<file path="config.mk">
export PLATFORM = sky130hd
export DESIGN_NAME = stack_region_allocator
export DESIGN_NICKNAME = d
export VERILOG_FILES = /design/src/rtl/core/sra_pkg.sv /design/src/rtl/core/sra_rem_unit.sv /design/src/rtl/core/stack_region_allocator.sv
export VERILOG_INCLUDE_DIRS = /design/src /design/src/rtl/core
export SDC_FILE = /design/constraint.sdc
export NUM_CORES = 2
export LEC_CHECK = 0
export BUFFER_PORTS_ARGS = -buffer_cell sky130_fd_sc_hd__buf_4
export CORE_ASPECT_RATIO = 2
export CORE_MARGIN = 2
export CORE_UTILIZATION = 45
export CTS_BUF_LIST = sky130_fd_sc_hd__clkbuf_4 sky130_fd_sc_hd__clkbuf_8
export DETAILED_ROUTE_END_ITERATION = 6
export SYNTH_ARGS = -nofsm -noshare
export SYNTH_HDL_FRONTEND = slang
export SYNTH_SLANG_ARGS = --single-unit
</file>
<file path="constraint.sdc">
create_clock -name clk -period 24.2 [get_ports clk]
set_input_delay 2.42 -clock clk [delete_from_list [all_inputs] [get_ports clk]]
set_output_delay 2.42 -clock clk [all_outputs]
set_load 0.05 [all_outputs]
</file>
<file path="src/rtl/core/stack_region_allocator_macros.svh">
// assertion macros for the stack region allocator
`ifndef STACK_REGION_ALLOCATOR_MACROS_SVH
`define STACK_REGION_ALLOCATOR_MACROS_SVH

`ifndef SYNTHESIS

// same-cycle implication
`define SRA_ASSERT_NOW(label, clk, rst_n, ante, cons, msg) \
    label: assert property (@(posedge clk) disable iff (!rst_n) (ante) |-> (cons)) \
        else $error(msg);

// next-cycle implication
`define SRA_ASSERT_NEXT(label, clk, rst_n, ante, cons, msg) \
    label: assert property (@(posedge clk) disable iff (!rst_n) (ante) |=> (cons)) \
        else $error(msg);

`else

`define SRA_ASSERT_NOW(label, clk, rst_n, ante, cons, msg)
`define SRA_ASSERT_NEXT(label, clk, rst_n, ante, cons, msg)

`endif

`endif

</file>
<file path="src/rtl/core/sra_pkg.sv">
`timescale 1ns / 1ps
`default_nettype none

package sra_pkg;

    localparam int ADDR_W    = 32;
    localparam int ALIGN_W   = 13;
    localparam int ALIGN_MAX = 4096;
    localparam int DIV_CNT_W = $clog2(ADDR_W);

    typedef logic [ADDR_W-1:0]  addr_t;
    typedef logic [ALIGN_W-1:0] align_t;

    // request kinds
    localparam logic [1:0] K_ALLOC   = 2'd0;
    localparam logic [1:0] K_TRUNC   = 2'd1;
    localparam logic [1:0] K_DEALLOC = 2'd2;

    // result status codes
    localparam logic [1:0] ST_OK      = 2'd0;
    localparam logic [1:0] ST_NOSPACE = 2'd1;
    localparam logic [1:0] ST_BAD     = 2'd2;

    // configuration register indexes
    localparam logic REG_BOTTOM = 1'b0;
    localparam logic REG_TOP    = 1'b1;

    // remainder unit status
    typedef struct packed {
        logic busy;
        logic done;
    } sra_div_stat_t;

endpackage

`default_nettype wire

</file>
<file path="src/rtl/core/sra_rem_unit.sv">
`timescale 1ns / 1ps
`default_nettype none

`include "stack_region_allocator_macros.svh"

module sra_rem_unit (
    input  wire logic                  clk,
    input  wire logic                  rst_n,
    input  wire logic                  start,
    input  wire sra_pkg::addr_t        dividend,
    input  wire sra_pkg::align_t       divisor,
    output sra_pkg::sra_div_stat_t     stat,
    output sra_pkg::align_t            rem
);
    import sra_pkg::*;

    logic                 busy_reg, busy_next;
    logic                 done_reg, done_next;
    logic [DIV_CNT_W-1:0] cnt_reg, cnt_next;
    addr_t                dvd_reg, dvd_next;
    align_t               dsr_reg, dsr_next;
    align_t               rem_reg, rem_next;
    logic [ALIGN_W:0]     trial;

    // restoring remainder, one dividend bit per cycle, msb first
    always_comb
    begin
        busy_next = busy_reg;
        done_next = 1'b0;
        cnt_next  = cnt_reg;
        dvd_next  = dvd_reg;
        dsr_next  = dsr_reg;
        rem_next  = rem_reg;
        trial     = {rem_reg, dvd_reg[ADDR_W-1]};
        if (start)
        begin
            busy_next = 1'b1;
            cnt_next  = '0;
            dvd_next  = dividend;
            dsr_next  = divisor;
            rem_next  = '0;
        end
        else if (busy_reg)
        begin
            if (trial >= {1'b0, dsr_reg})
                rem_next = ALIGN_W'(trial - {1'b0, dsr_reg});
            else
                rem_next = trial[ALIGN_W-1:0];
            dvd_next = {dvd_reg[ADDR_W-2:0], 1'b0};
            cnt_next = cnt_reg + 1'b1;
            if (cnt_reg == DIV_CNT_W'(ADDR_W - 1))
            begin
                busy_next = 1'b0;
                done_next = 1'b1;
            end
        end
    end

    always_ff @(posedge clk or negedge rst_n)
    begin
        if (!rst_n)
        begin
            busy_reg <= 1'b0;
            done_reg <= 1'b0;
            cnt_reg  <= '0;
        end
        else
        begin
            busy_reg <= busy_next;
            done_reg <= done_next;
            cnt_reg  <= cnt_next;
        end
    end

    always_ff @(posedge clk)
    begin
        dvd_reg <= dvd_next;
        dsr_reg <= dsr_next;
        rem_reg <= rem_next;
    end

    assign stat.busy = busy_reg;
    assign stat.done = done_reg;
    assign rem       = rem_reg;

    `SRA_ASSERT_NOW(a_rem_below_divisor, clk, rst_n, busy_reg && cnt_reg != '0, rem_reg < dsr_reg, "partial remainder not below divisor")
    `SRA_ASSERT_NEXT(a_start_busy, clk, rst_n, start, busy_reg, "start did not raise busy")
    `SRA_ASSERT_NEXT(a_done_pulse, clk, rst_n, done_reg, !done_reg && !busy_reg, "done longer than one cycle")

endmodule

`default_nettype wire

</file>
<file path="src/rtl/core/stack_region_allocator.sv">
`timescale 1ns / 1ps
`default_nettype none

// channel   direction  handshake            payload
// in        input      in_valid/in_ready    kind, block_addr, block_size, new_size, align
// out       output     out_valid/out_ready  status, result_addr, result_size, used_bytes
// cfg       input      cfg_wr_en            cfg_index, cfg_data (write only, no wait)
//
// allocate with a legal alignment waits in the bit-serial remainder unit
// (used % align) until its done pulse, then goes through prepare and evaluate;
// other requests go straight to prepare and evaluate
// one request is in flight at a time; in_ready is low from transfer until the
// result is loaded into the output register
// a result held by out_ready low stalls the evaluate step until the output frees
// reset clears all pointers, both region registers and the output valid

`include "stack_region_allocator_macros.svh"

module stack_region_allocator (
    input  wire logic            clk,
    input  wire logic            rst_n,
    // request channel
    input  wire logic            in_valid,
    output logic                 in_ready,
    input  wire logic [1:0]      kind,
    input  wire sra_pkg::addr_t  block_addr,
    input  wire sra_pkg::addr_t  block_size,
    input  wire sra_pkg::addr_t  new_size,
    input  wire sra_pkg::align_t align,
    // result channel
    output logic                 out_valid,
    input  wire logic            out_ready,
    output logic [1:0]           status,
    output sra_pkg::addr_t       result_addr,
    output sra_pkg::addr_t       result_size,
    output sra_pkg::addr_t       used_bytes,
    // configuration writes
    input  wire logic            cfg_wr_en,
    input  wire logic            cfg_index,
    input  wire sra_pkg::addr_t  cfg_data
);
    import sra_pkg::*;

    // sequencer states
    localparam logic [1:0] S_IDLE = 2'd0;
    localparam logic [1:0] S_DIV  = 2'd1;
    localparam logic [1:0] S_PREP = 2'd2;
    localparam logic [1:0] S_EXEC = 2'd3;

    logic [1:0] state_reg, state_next;

    // region and allocator state
    addr_t bottom_reg, bottom_next;
    addr_t rtop_reg, rtop_next;
    addr_t top_ptr_reg, top_ptr_next;
    addr_t low_mark_reg, low_mark_next;
    addr_t live_reg, live_next;

    // captured request
    logic [1:0] kind_reg;
    addr_t      addr_reg;
    addr_t      size_reg;
    addr_t      nsize_reg;
    align_t     align_reg;

    // prepared operands
    align_t        pad_reg;
    addr_t         avail_reg;
    addr_t         amt_reg;
    logic [ADDR_W:0] end_reg;

    // output register
    logic       out_valid_reg, out_valid_next;
    logic [1:0] status_reg;
    addr_t      result_addr_reg;
    addr_t      result_size_reg;
    addr_t      used_bytes_reg;

    // remainder unit hookup
    sra_div_stat_t div_stat;
    align_t        div_rem;
    logic          div_start;
    logic          in_fire;
    logic          align_ok_in;
    logic          align_ok;

    // evaluate step results
    logic       exec_fire;
    logic [1:0] ev_status;
    addr_t      ev_addr;
    addr_t      ev_size;
    addr_t      ev_top;
    addr_t      ev_low;
    addr_t      ev_live;
    addr_t      pad_ext;
    addr_t      grow;
    addr_t      end_a;
    logic       end_ovf;
    logic       range_bad;

    assign in_ready    = (state_reg == S_IDLE);
    assign in_fire     = in_valid && in_ready;
    assign align_ok_in = (align != '0) && (align <= ALIGN_W'(ALIGN_MAX));
    assign align_ok    = (align_reg != '0) && (align_reg <= ALIGN_W'(ALIGN_MAX));
    // only a legal allocate needs the remainder of the used size
    assign div_start   = in_fire && (kind == K_ALLOC) && align_ok_in;

    sra_rem_unit u_rem (
        .clk      (clk),
        .rst_n    (rst_n),
        .start    (div_start),
        .dividend (top_ptr_reg - bottom_reg),
        .divisor  (align),
        .stat     (div_stat),
        .rem      (div_rem)
    );

    // evaluate: decide the outcome and the new pointers
    assign pad_ext   = {{(ADDR_W-ALIGN_W){1'b0}}, pad_reg};
    assign grow      = size_reg + pad_ext;
    assign end_a     = end_reg[ADDR_W-1:0];
    assign end_ovf   = end_reg[ADDR_W];
    // block must lie within bottom..top and inside the address range
    assign range_bad = (addr_reg < bottom_reg) || end_ovf || (end_a > top_ptr_reg);
    assign exec_fire = (state_reg == S_EXEC) && (!out_valid_reg || out_ready);

    always_comb
    begin
        ev_status = ST_OK;
        ev_addr   = '0;
        ev_size   = '0;
        ev_top    = top_ptr_reg;
        ev_low    = low_mark_reg;
        ev_live   = live_reg;
        case (kind_reg)
            K_ALLOC:
            begin
                if (!align_ok)
                    ev_status = ST_BAD;
                else if ((size_reg > avail_reg) || (pad_ext > avail_reg - size_reg))
                    ev_status = ST_NOSPACE;
                else
                begin
                    ev_addr = top_ptr_reg + pad_ext;
                    ev_size = size_reg;
                    ev_top  = top_ptr_reg + grow;
                    // hole-free prefix keeps growing while mark sits at top
                    if (low_mark_reg == top_ptr_reg)
                        ev_low  = top_ptr_reg + grow;
                    else
                        ev_live = live_reg + grow;
                end
            end
            K_TRUNC:
            begin
                if ((nsize_reg > size_reg) || range_bad)
                    ev_status = ST_BAD;
                else
                begin
                    ev_addr = addr_reg;
                    ev_size = nsize_reg;
                    // space returns only when the block ends at top
                    if (end_a == top_ptr_reg)
                    begin
                        if (low_mark_reg == top_ptr_reg)
                        begin
                            ev_low = low_mark_reg - amt_reg;
                            ev_top = top_ptr_reg - amt_reg;
                        end
                        else if (live_reg < amt_reg)
                        begin
                            ev_status = ST_BAD;
                            ev_addr   = '0;
                            ev_size   = '0;
                        end
                        else
                        begin
                            ev_live = live_reg - amt_reg;
                            ev_top  = top_ptr_reg - amt_reg;
                        end
                    end
                end
            end
            K_DEALLOC:
            begin
                if (range_bad)
                    ev_status = ST_BAD;
                else
                begin
                    if (end_a == top_ptr_reg)
                    begin
                        // pop the top block
                        if (low_mark_reg == top_ptr_reg)
                        begin
                            ev_low = low_mark_reg - amt_reg;
                            ev_top = top_ptr_reg - amt_reg;
                        end
                        else if (live_reg < amt_reg)
                            ev_status = ST_BAD;
                        else
                        begin
                            ev_live = live_reg - amt_reg;
                            ev_top  = top_ptr_reg - amt_reg;
                        end
                    end
                    else if (end_a == low_mark_reg)
                        ev_low = low_mark_reg - amt_reg;
                    else if (end_a > low_mark_reg)
                    begin
                        // hole above the mark
                        if (live_reg < amt_reg)
                            ev_status = ST_BAD;
                        else
                            ev_live = live_reg - amt_reg;
                    end
                    else
                    begin
                        // block below the mark: mark drops, gap counts as live
                        ev_live = live_reg + (low_mark_reg - addr_reg) - amt_reg;
                        ev_low  = addr_reg;
                    end
                    // nothing live above mark: top falls back to it
                    if (ev_status == ST_OK && ev_live == '0)
                        ev_top = ev_low;
                    if (ev_status != ST_OK)
                    begin
                        ev_top  = top_ptr_reg;
                        ev_low  = low_mark_reg;
                        ev_live = live_reg;
                    end
                end
            end
            default:
                ev_status = ST_BAD;
        endcase
    end

    // sequencer and state update
    always_comb
    begin
        state_next     = state_reg;
        bottom_next    = bottom_reg;
        rtop_next      = rtop_reg;
        top_ptr_next   = top_ptr_reg;
        low_mark_next  = low_mark_reg;
        live_next      = live_reg;
        out_valid_next = out_valid_reg;
        if (out_valid_reg && out_ready)
            out_valid_next = 1'b0;
        case (state_reg)
            S_IDLE:
            begin
                if (in_fire)
                    state_next = div_start ? S_DIV : S_PREP;
            end
            S_DIV:
            begin
                if (div_stat.done)
                    state_next = S_PREP;
            end
            S_PREP:
                state_next = S_EXEC;
            S_EXEC:
            begin
                if (exec_fire)
                begin
                    state_next     = S_IDLE;
                    out_valid_next = 1'b1;
                    top_ptr_next   = ev_top;
                    low_mark_next  = ev_low;
                    live_next      = ev_live;
                end
            end
            default:
                state_next = S_IDLE;
        endcase
        // region writes are for the user to make only while idle; the block does not enforce it
        if (cfg_wr_en)
        begin
            case (cfg_index)
                REG_BOTTOM:
                begin
                    bottom_next   = cfg_data;
                    top_ptr_next  = cfg_data;
                    low_mark_next = cfg_data;
                    live_next     = '0;
                end
                REG_TOP:
                    rtop_next = cfg_data;
                default:
                    rtop_next = rtop_reg;
            endcase
        end
    end

    always_ff @(posedge clk or negedge rst_n)
    begin
        if (!rst_n)
        begin
            state_reg     <= S_IDLE;
            bottom_reg    <= '0;
            rtop_reg      <= '0;
            top_ptr_reg   <= '0;
            low_mark_reg  <= '0;
            live_reg      <= '0;
            out_valid_reg <= 1'b0;
        end
        else
        begin
            state_reg     <= state_next;
            bottom_reg    <= bottom_next;
            rtop_reg      <= rtop_next;
            top_ptr_reg   <= top_ptr_next;
            low_mark_reg  <= low_mark_next;
            live_reg      <= live_next;
            out_valid_reg <= out_valid_next;
        end
    end

    // request capture, operand prep and result payload
    always_ff @(posedge clk)
    begin
        if (in_fire)
        begin
            kind_reg  <= kind;
            addr_reg  <= block_addr;
            size_reg  <= block_size;
            nsize_reg <= new_size;
            align_reg <= align;
        end
        if (state_reg == S_PREP)
        begin
            // padding to the next multiple of align
            pad_reg   <= (div_rem == '0) ? '0 : align_reg - div_rem;
            avail_reg <= (rtop_reg > top_ptr_reg) ? rtop_reg - top_ptr_reg : '0;
            end_reg   <= {1'b0, addr_reg} + {1'b0, size_reg};
            amt_reg   <= (kind_reg == K_TRUNC) ? size_reg - nsize_reg : size_reg;
        end
        if (exec_fire)
        begin
            status_reg      <= ev_status;
            result_addr_reg <= ev_addr;
            result_size_reg <= ev_size;
            used_bytes_reg  <= ev_top - bottom_reg;
        end
    end

    assign out_valid   = out_valid_reg;
    assign status      = status_reg;
    assign result_addr = result_addr_reg;
    assign result_size = result_size_reg;
    assign used_bytes  = used_bytes_reg;

    `SRA_ASSERT_NOW(a_div_done_in_div, clk, rst_n, div_stat.done, state_reg == S_DIV, "remainder done outside divide state")
    `SRA_ASSERT_NEXT(a_alloc_divides, clk, rst_n, in_fire && kind == K_ALLOC && align_ok_in, state_reg == S_DIV && div_stat.busy, "legal allocate skipped the remainder unit")
    `SRA_ASSERT_NEXT(a_bad_keeps_state, clk, rst_n, exec_fire && ev_status != ST_OK && !cfg_wr_en, $stable(top_ptr_reg) && $stable(low_mark_reg) && $stable(live_reg), "failed request changed pointers")

endmodule

`default_nettype wire

</file>
==> metrics.md <==
| Metric | Value |
|---|---|
| Status | `complete, no violations` |
| Total GRT Usage | `0.416` |
| First-pass GRT wire length | `353000 um` |
| Vias | `slightly above 50k` |
| Die Wd | `about 240 um` |
| Core footprint | `~110000 sq um` |
| Worst Max-Slew Pin Slew | `around 1500 ps` |
| Placer Congestion | `1.07` |
| Critical Path RT | `24780 ps` |
| Final Cycle Share | `0.533` |
| R2R setup slack | `11310 ps` |
| Seq. cell area | `roughly 15000 sq um` |
| Sum Neg Setup Slack | `0 ps` |
| Rows | `about 180` |
| Yosys reg bits | `~550` |
| Vias in the first global route | `51.5k` |
| Worst path slowest cell | `a21oi_1` |
| Post-CTS setup buffers | `0` |
| Hold buffers post-CTS | `0` |
| H-tree depth | `3` |
| DRC | `0` |
| Mapped cell area | `between 50000 and 60000 sq um` |
| Clock Latency Late Sink | `roughly 850 ps` |
| CP Launch Type | `flop` |
| I/O Buffers | `roughly 250` |
| Clock period minus final worst setup slack | `12890 ps` |
| Fmax | `around 0.078 GHz` |
| CTS buffer count | `91` |
| FFs w/ async S/R, synth | `0.311` |
| Crit. End Element | `flop` |
| Max reg flops | `33` |
| Slew headroom | `0.0166` |
| Syn_area_per_cell | `8.61 sq um` |
| Seq/Total Area, Yosys | `0.297` |
| Max_cap viols | `0` |
| Synth cell types | `94` |
| Routed wire per std cell | `31.7 um` |
| Iteration-0 DRC Markers | `4437` |
| CTS max path bufs | `3` |
| Slowest stage delay, CP | `around 1100 ps` |
| I/O pin count | `249` |
| Most frequent cells in the layout | `546 x o21ai_0, 543 x ha_1, 513 x nand2_1` |
| Multi-input logic area | `roughly 34000 sq um` |
| CTS Sinks | `around 550` |
| Crit path DAT | `~13000 ps` |
| Layout cells sized above 1 | `0.108` |
| Fillers | `between 10k and 15k` |
| Final slew viol count | `0` |
| Total die area | `118000 sq um` |
| RSZ-0062 raised after global routing | `false` |
| Nets | `around 7.1k` |
| CTS tree | `yes` |
| Area Overhead vs Synth | `11.6%` |
| Final setup violation count | `0` |
| Die Y | `a little under 500 um` |
| Main synth FF type | `edfxtp_1` |
| Drt via density | `about 6.4` |
| Antenna-violating nets left | `0` |
| Clock transition at path regs | `around 70 ps` |
| Clock tree root driver cell | `clkbuf_8` |
| Routed wire length | `250000 um` |
| Post-synth net total | `between 6k and 7k` |
| Overflow after GRT | `0` |
| Warnings from Yosys | `0` |
| Initial antenna violation count | `10` |
| Cts repair resizes | `0` |
| Number of synthesized flops with an enable pin | `between 300 and 400` |
| Worst hold-check path type | `reg2reg` |
| CP Class | `reg2reg` |
| Setup Skew | `around 55 ps` |
| Most common cell after layout, fill and taps aside | `o21ai_0` |
| Gate count after technology mapping | `6034` |
| Final hold violation count | `0` |
| Critical path peak fanout | `24` |
| Initial Utilization | `0.453` |
| Pre-antenna DRT Iters | `6` |
| Largest net degree at the start of global routing | `70` |
| DP HPWL | `approximately 200000 um` |
Yosys cell counts (43+ instances only):
cell type | instances | area (sq um)
o21ai_0 | 549 | 2750
ha_1 | 544 | 6810
nand2_1 | 518 | 1940
nor2_1 | 473 | 1780
a21oi_1 | 457 | 2290
inv_1 | 407 | 1530
edfxtp_1 | 364 | 10900
xnor2_1 | 274 | 2400
a21o_1 | 185 | 1390
clkbuf_1 | 177 | 664
dfrtp_1 | 170 | 4250
nor3_1 | 152 | 761
nand3_1 | 132 | 661
xor2_1 | 119 | 1040
mux2i_1 | 83 | 831
nor2b_1 | 81 | 507
fa_1 | 77 | 1540
o21a_1 | 76 | 571
a31oi_1 | 73 | 457
o211ai_1 | 70 | 526
nand4_1 | 64 | 400
a211oi_1 | 63 | 473
nand2b_1 | 62 | 388
mux2_2 | 60 | 676
and3_1 | 56 | 350
o31ai_1 | 54 | 405
a221oi_1 | 47 | 412
o21bai_1 | 43 | 323
area by class of cell:
class                   instances  share of cell area
multi-input cells            4859               0.591
repair buffers                372              0.0486
inverters                     410              0.0266
well taps                    1513              0.0327
diodes                          5            0.000216
flip-flops and latches        547               0.267
clock buffers                 127              0.0268
clock inverters                42             0.00715
cells by family after synthesis:
| kind of cell | count (synthesis) | synth area share |
|---|---|---|
| compound gates | 1952 | 0.240 |
| fa+ha+maj | 621 | 0.161 |
| xor+xnor | 394 | 0.0667 |
| simple gates | 1749 | 0.160 |
| buf+inv | 628 | 0.0462 |
| mux | 143 | 0.0290 |
| flops | 547 | 0.297 |
worst paths after layout:
| kind | start | endpoint | cells after the start |
|---|---|---|---|
| setup / recovery | top_ptr_reg[1]$_DFF_PN0_ | used_bytes[31]$_DFFE_PP_ | 37 |
| hold / removal | rtop_reg[0]$_DFFE_PN0P_ | rtop_reg[0]$_DFFE_PN0P_ | 1 |
| setup reg to reg | top_ptr_reg[1]$_DFF_PN0_ | used_bytes[31]$_DFFE_PP_ | 37 |
| hold reg to reg | rtop_reg[0]$_DFFE_PN0P_ | rtop_reg[0]$_DFFE_PN0P_ | 1 |
| max in group asynchronous | rst_n | low_mark_reg[17]$_DFF_PN0_ | 3 |
| min in group asynchronous | rst_n | u_rem.cnt_reg[2]$_DFFE_PN0P_ | 1 |
worst max-delay path, delay by kind of cell, from the launching register on:
kind | cells | cell delay [ps]
DFF | 1 | 810
AOI/OAI and AO/OA | 15 | 5030
buffers and inverters | 5 | 1650
xor gates and xnor gates | 1 | 330
and+or+nand+nor | 13 | 3560
muxes | 1 | 410
adders and majority gates | 2 | 720
metal layers:
metal,track usage,wire (um),share of wire,up-vias
li1,-,-,-,22700
met1,0.430,84600,0.34,24500
met2,0.693,118000,0.47,2499
met3,0.0865,18000,0.072,960
met4,0.400,29700,0.12,8
met5,0,58,0.00023,-
metrics by stage:
step,setup WS (ps),util,cells,hold slack (ps),cell area (sq um)
3_5_place_dp,11500,0.487,7698,498,55900
4_1_cts,11410,0.505,7867,506,57900
3_3_place_gp,11490,0.487,7697,493,55900
6_report,11310,0.505,7875,518,57900
2_1_floorplan,14830,-,6034,477,51900
5_1_grt,10920,0.505,7873,528,57900
Power is left out: the tool's default activity adds up to more than one toggle a clock period on the data nets, which glitch-free logic cannot reach.
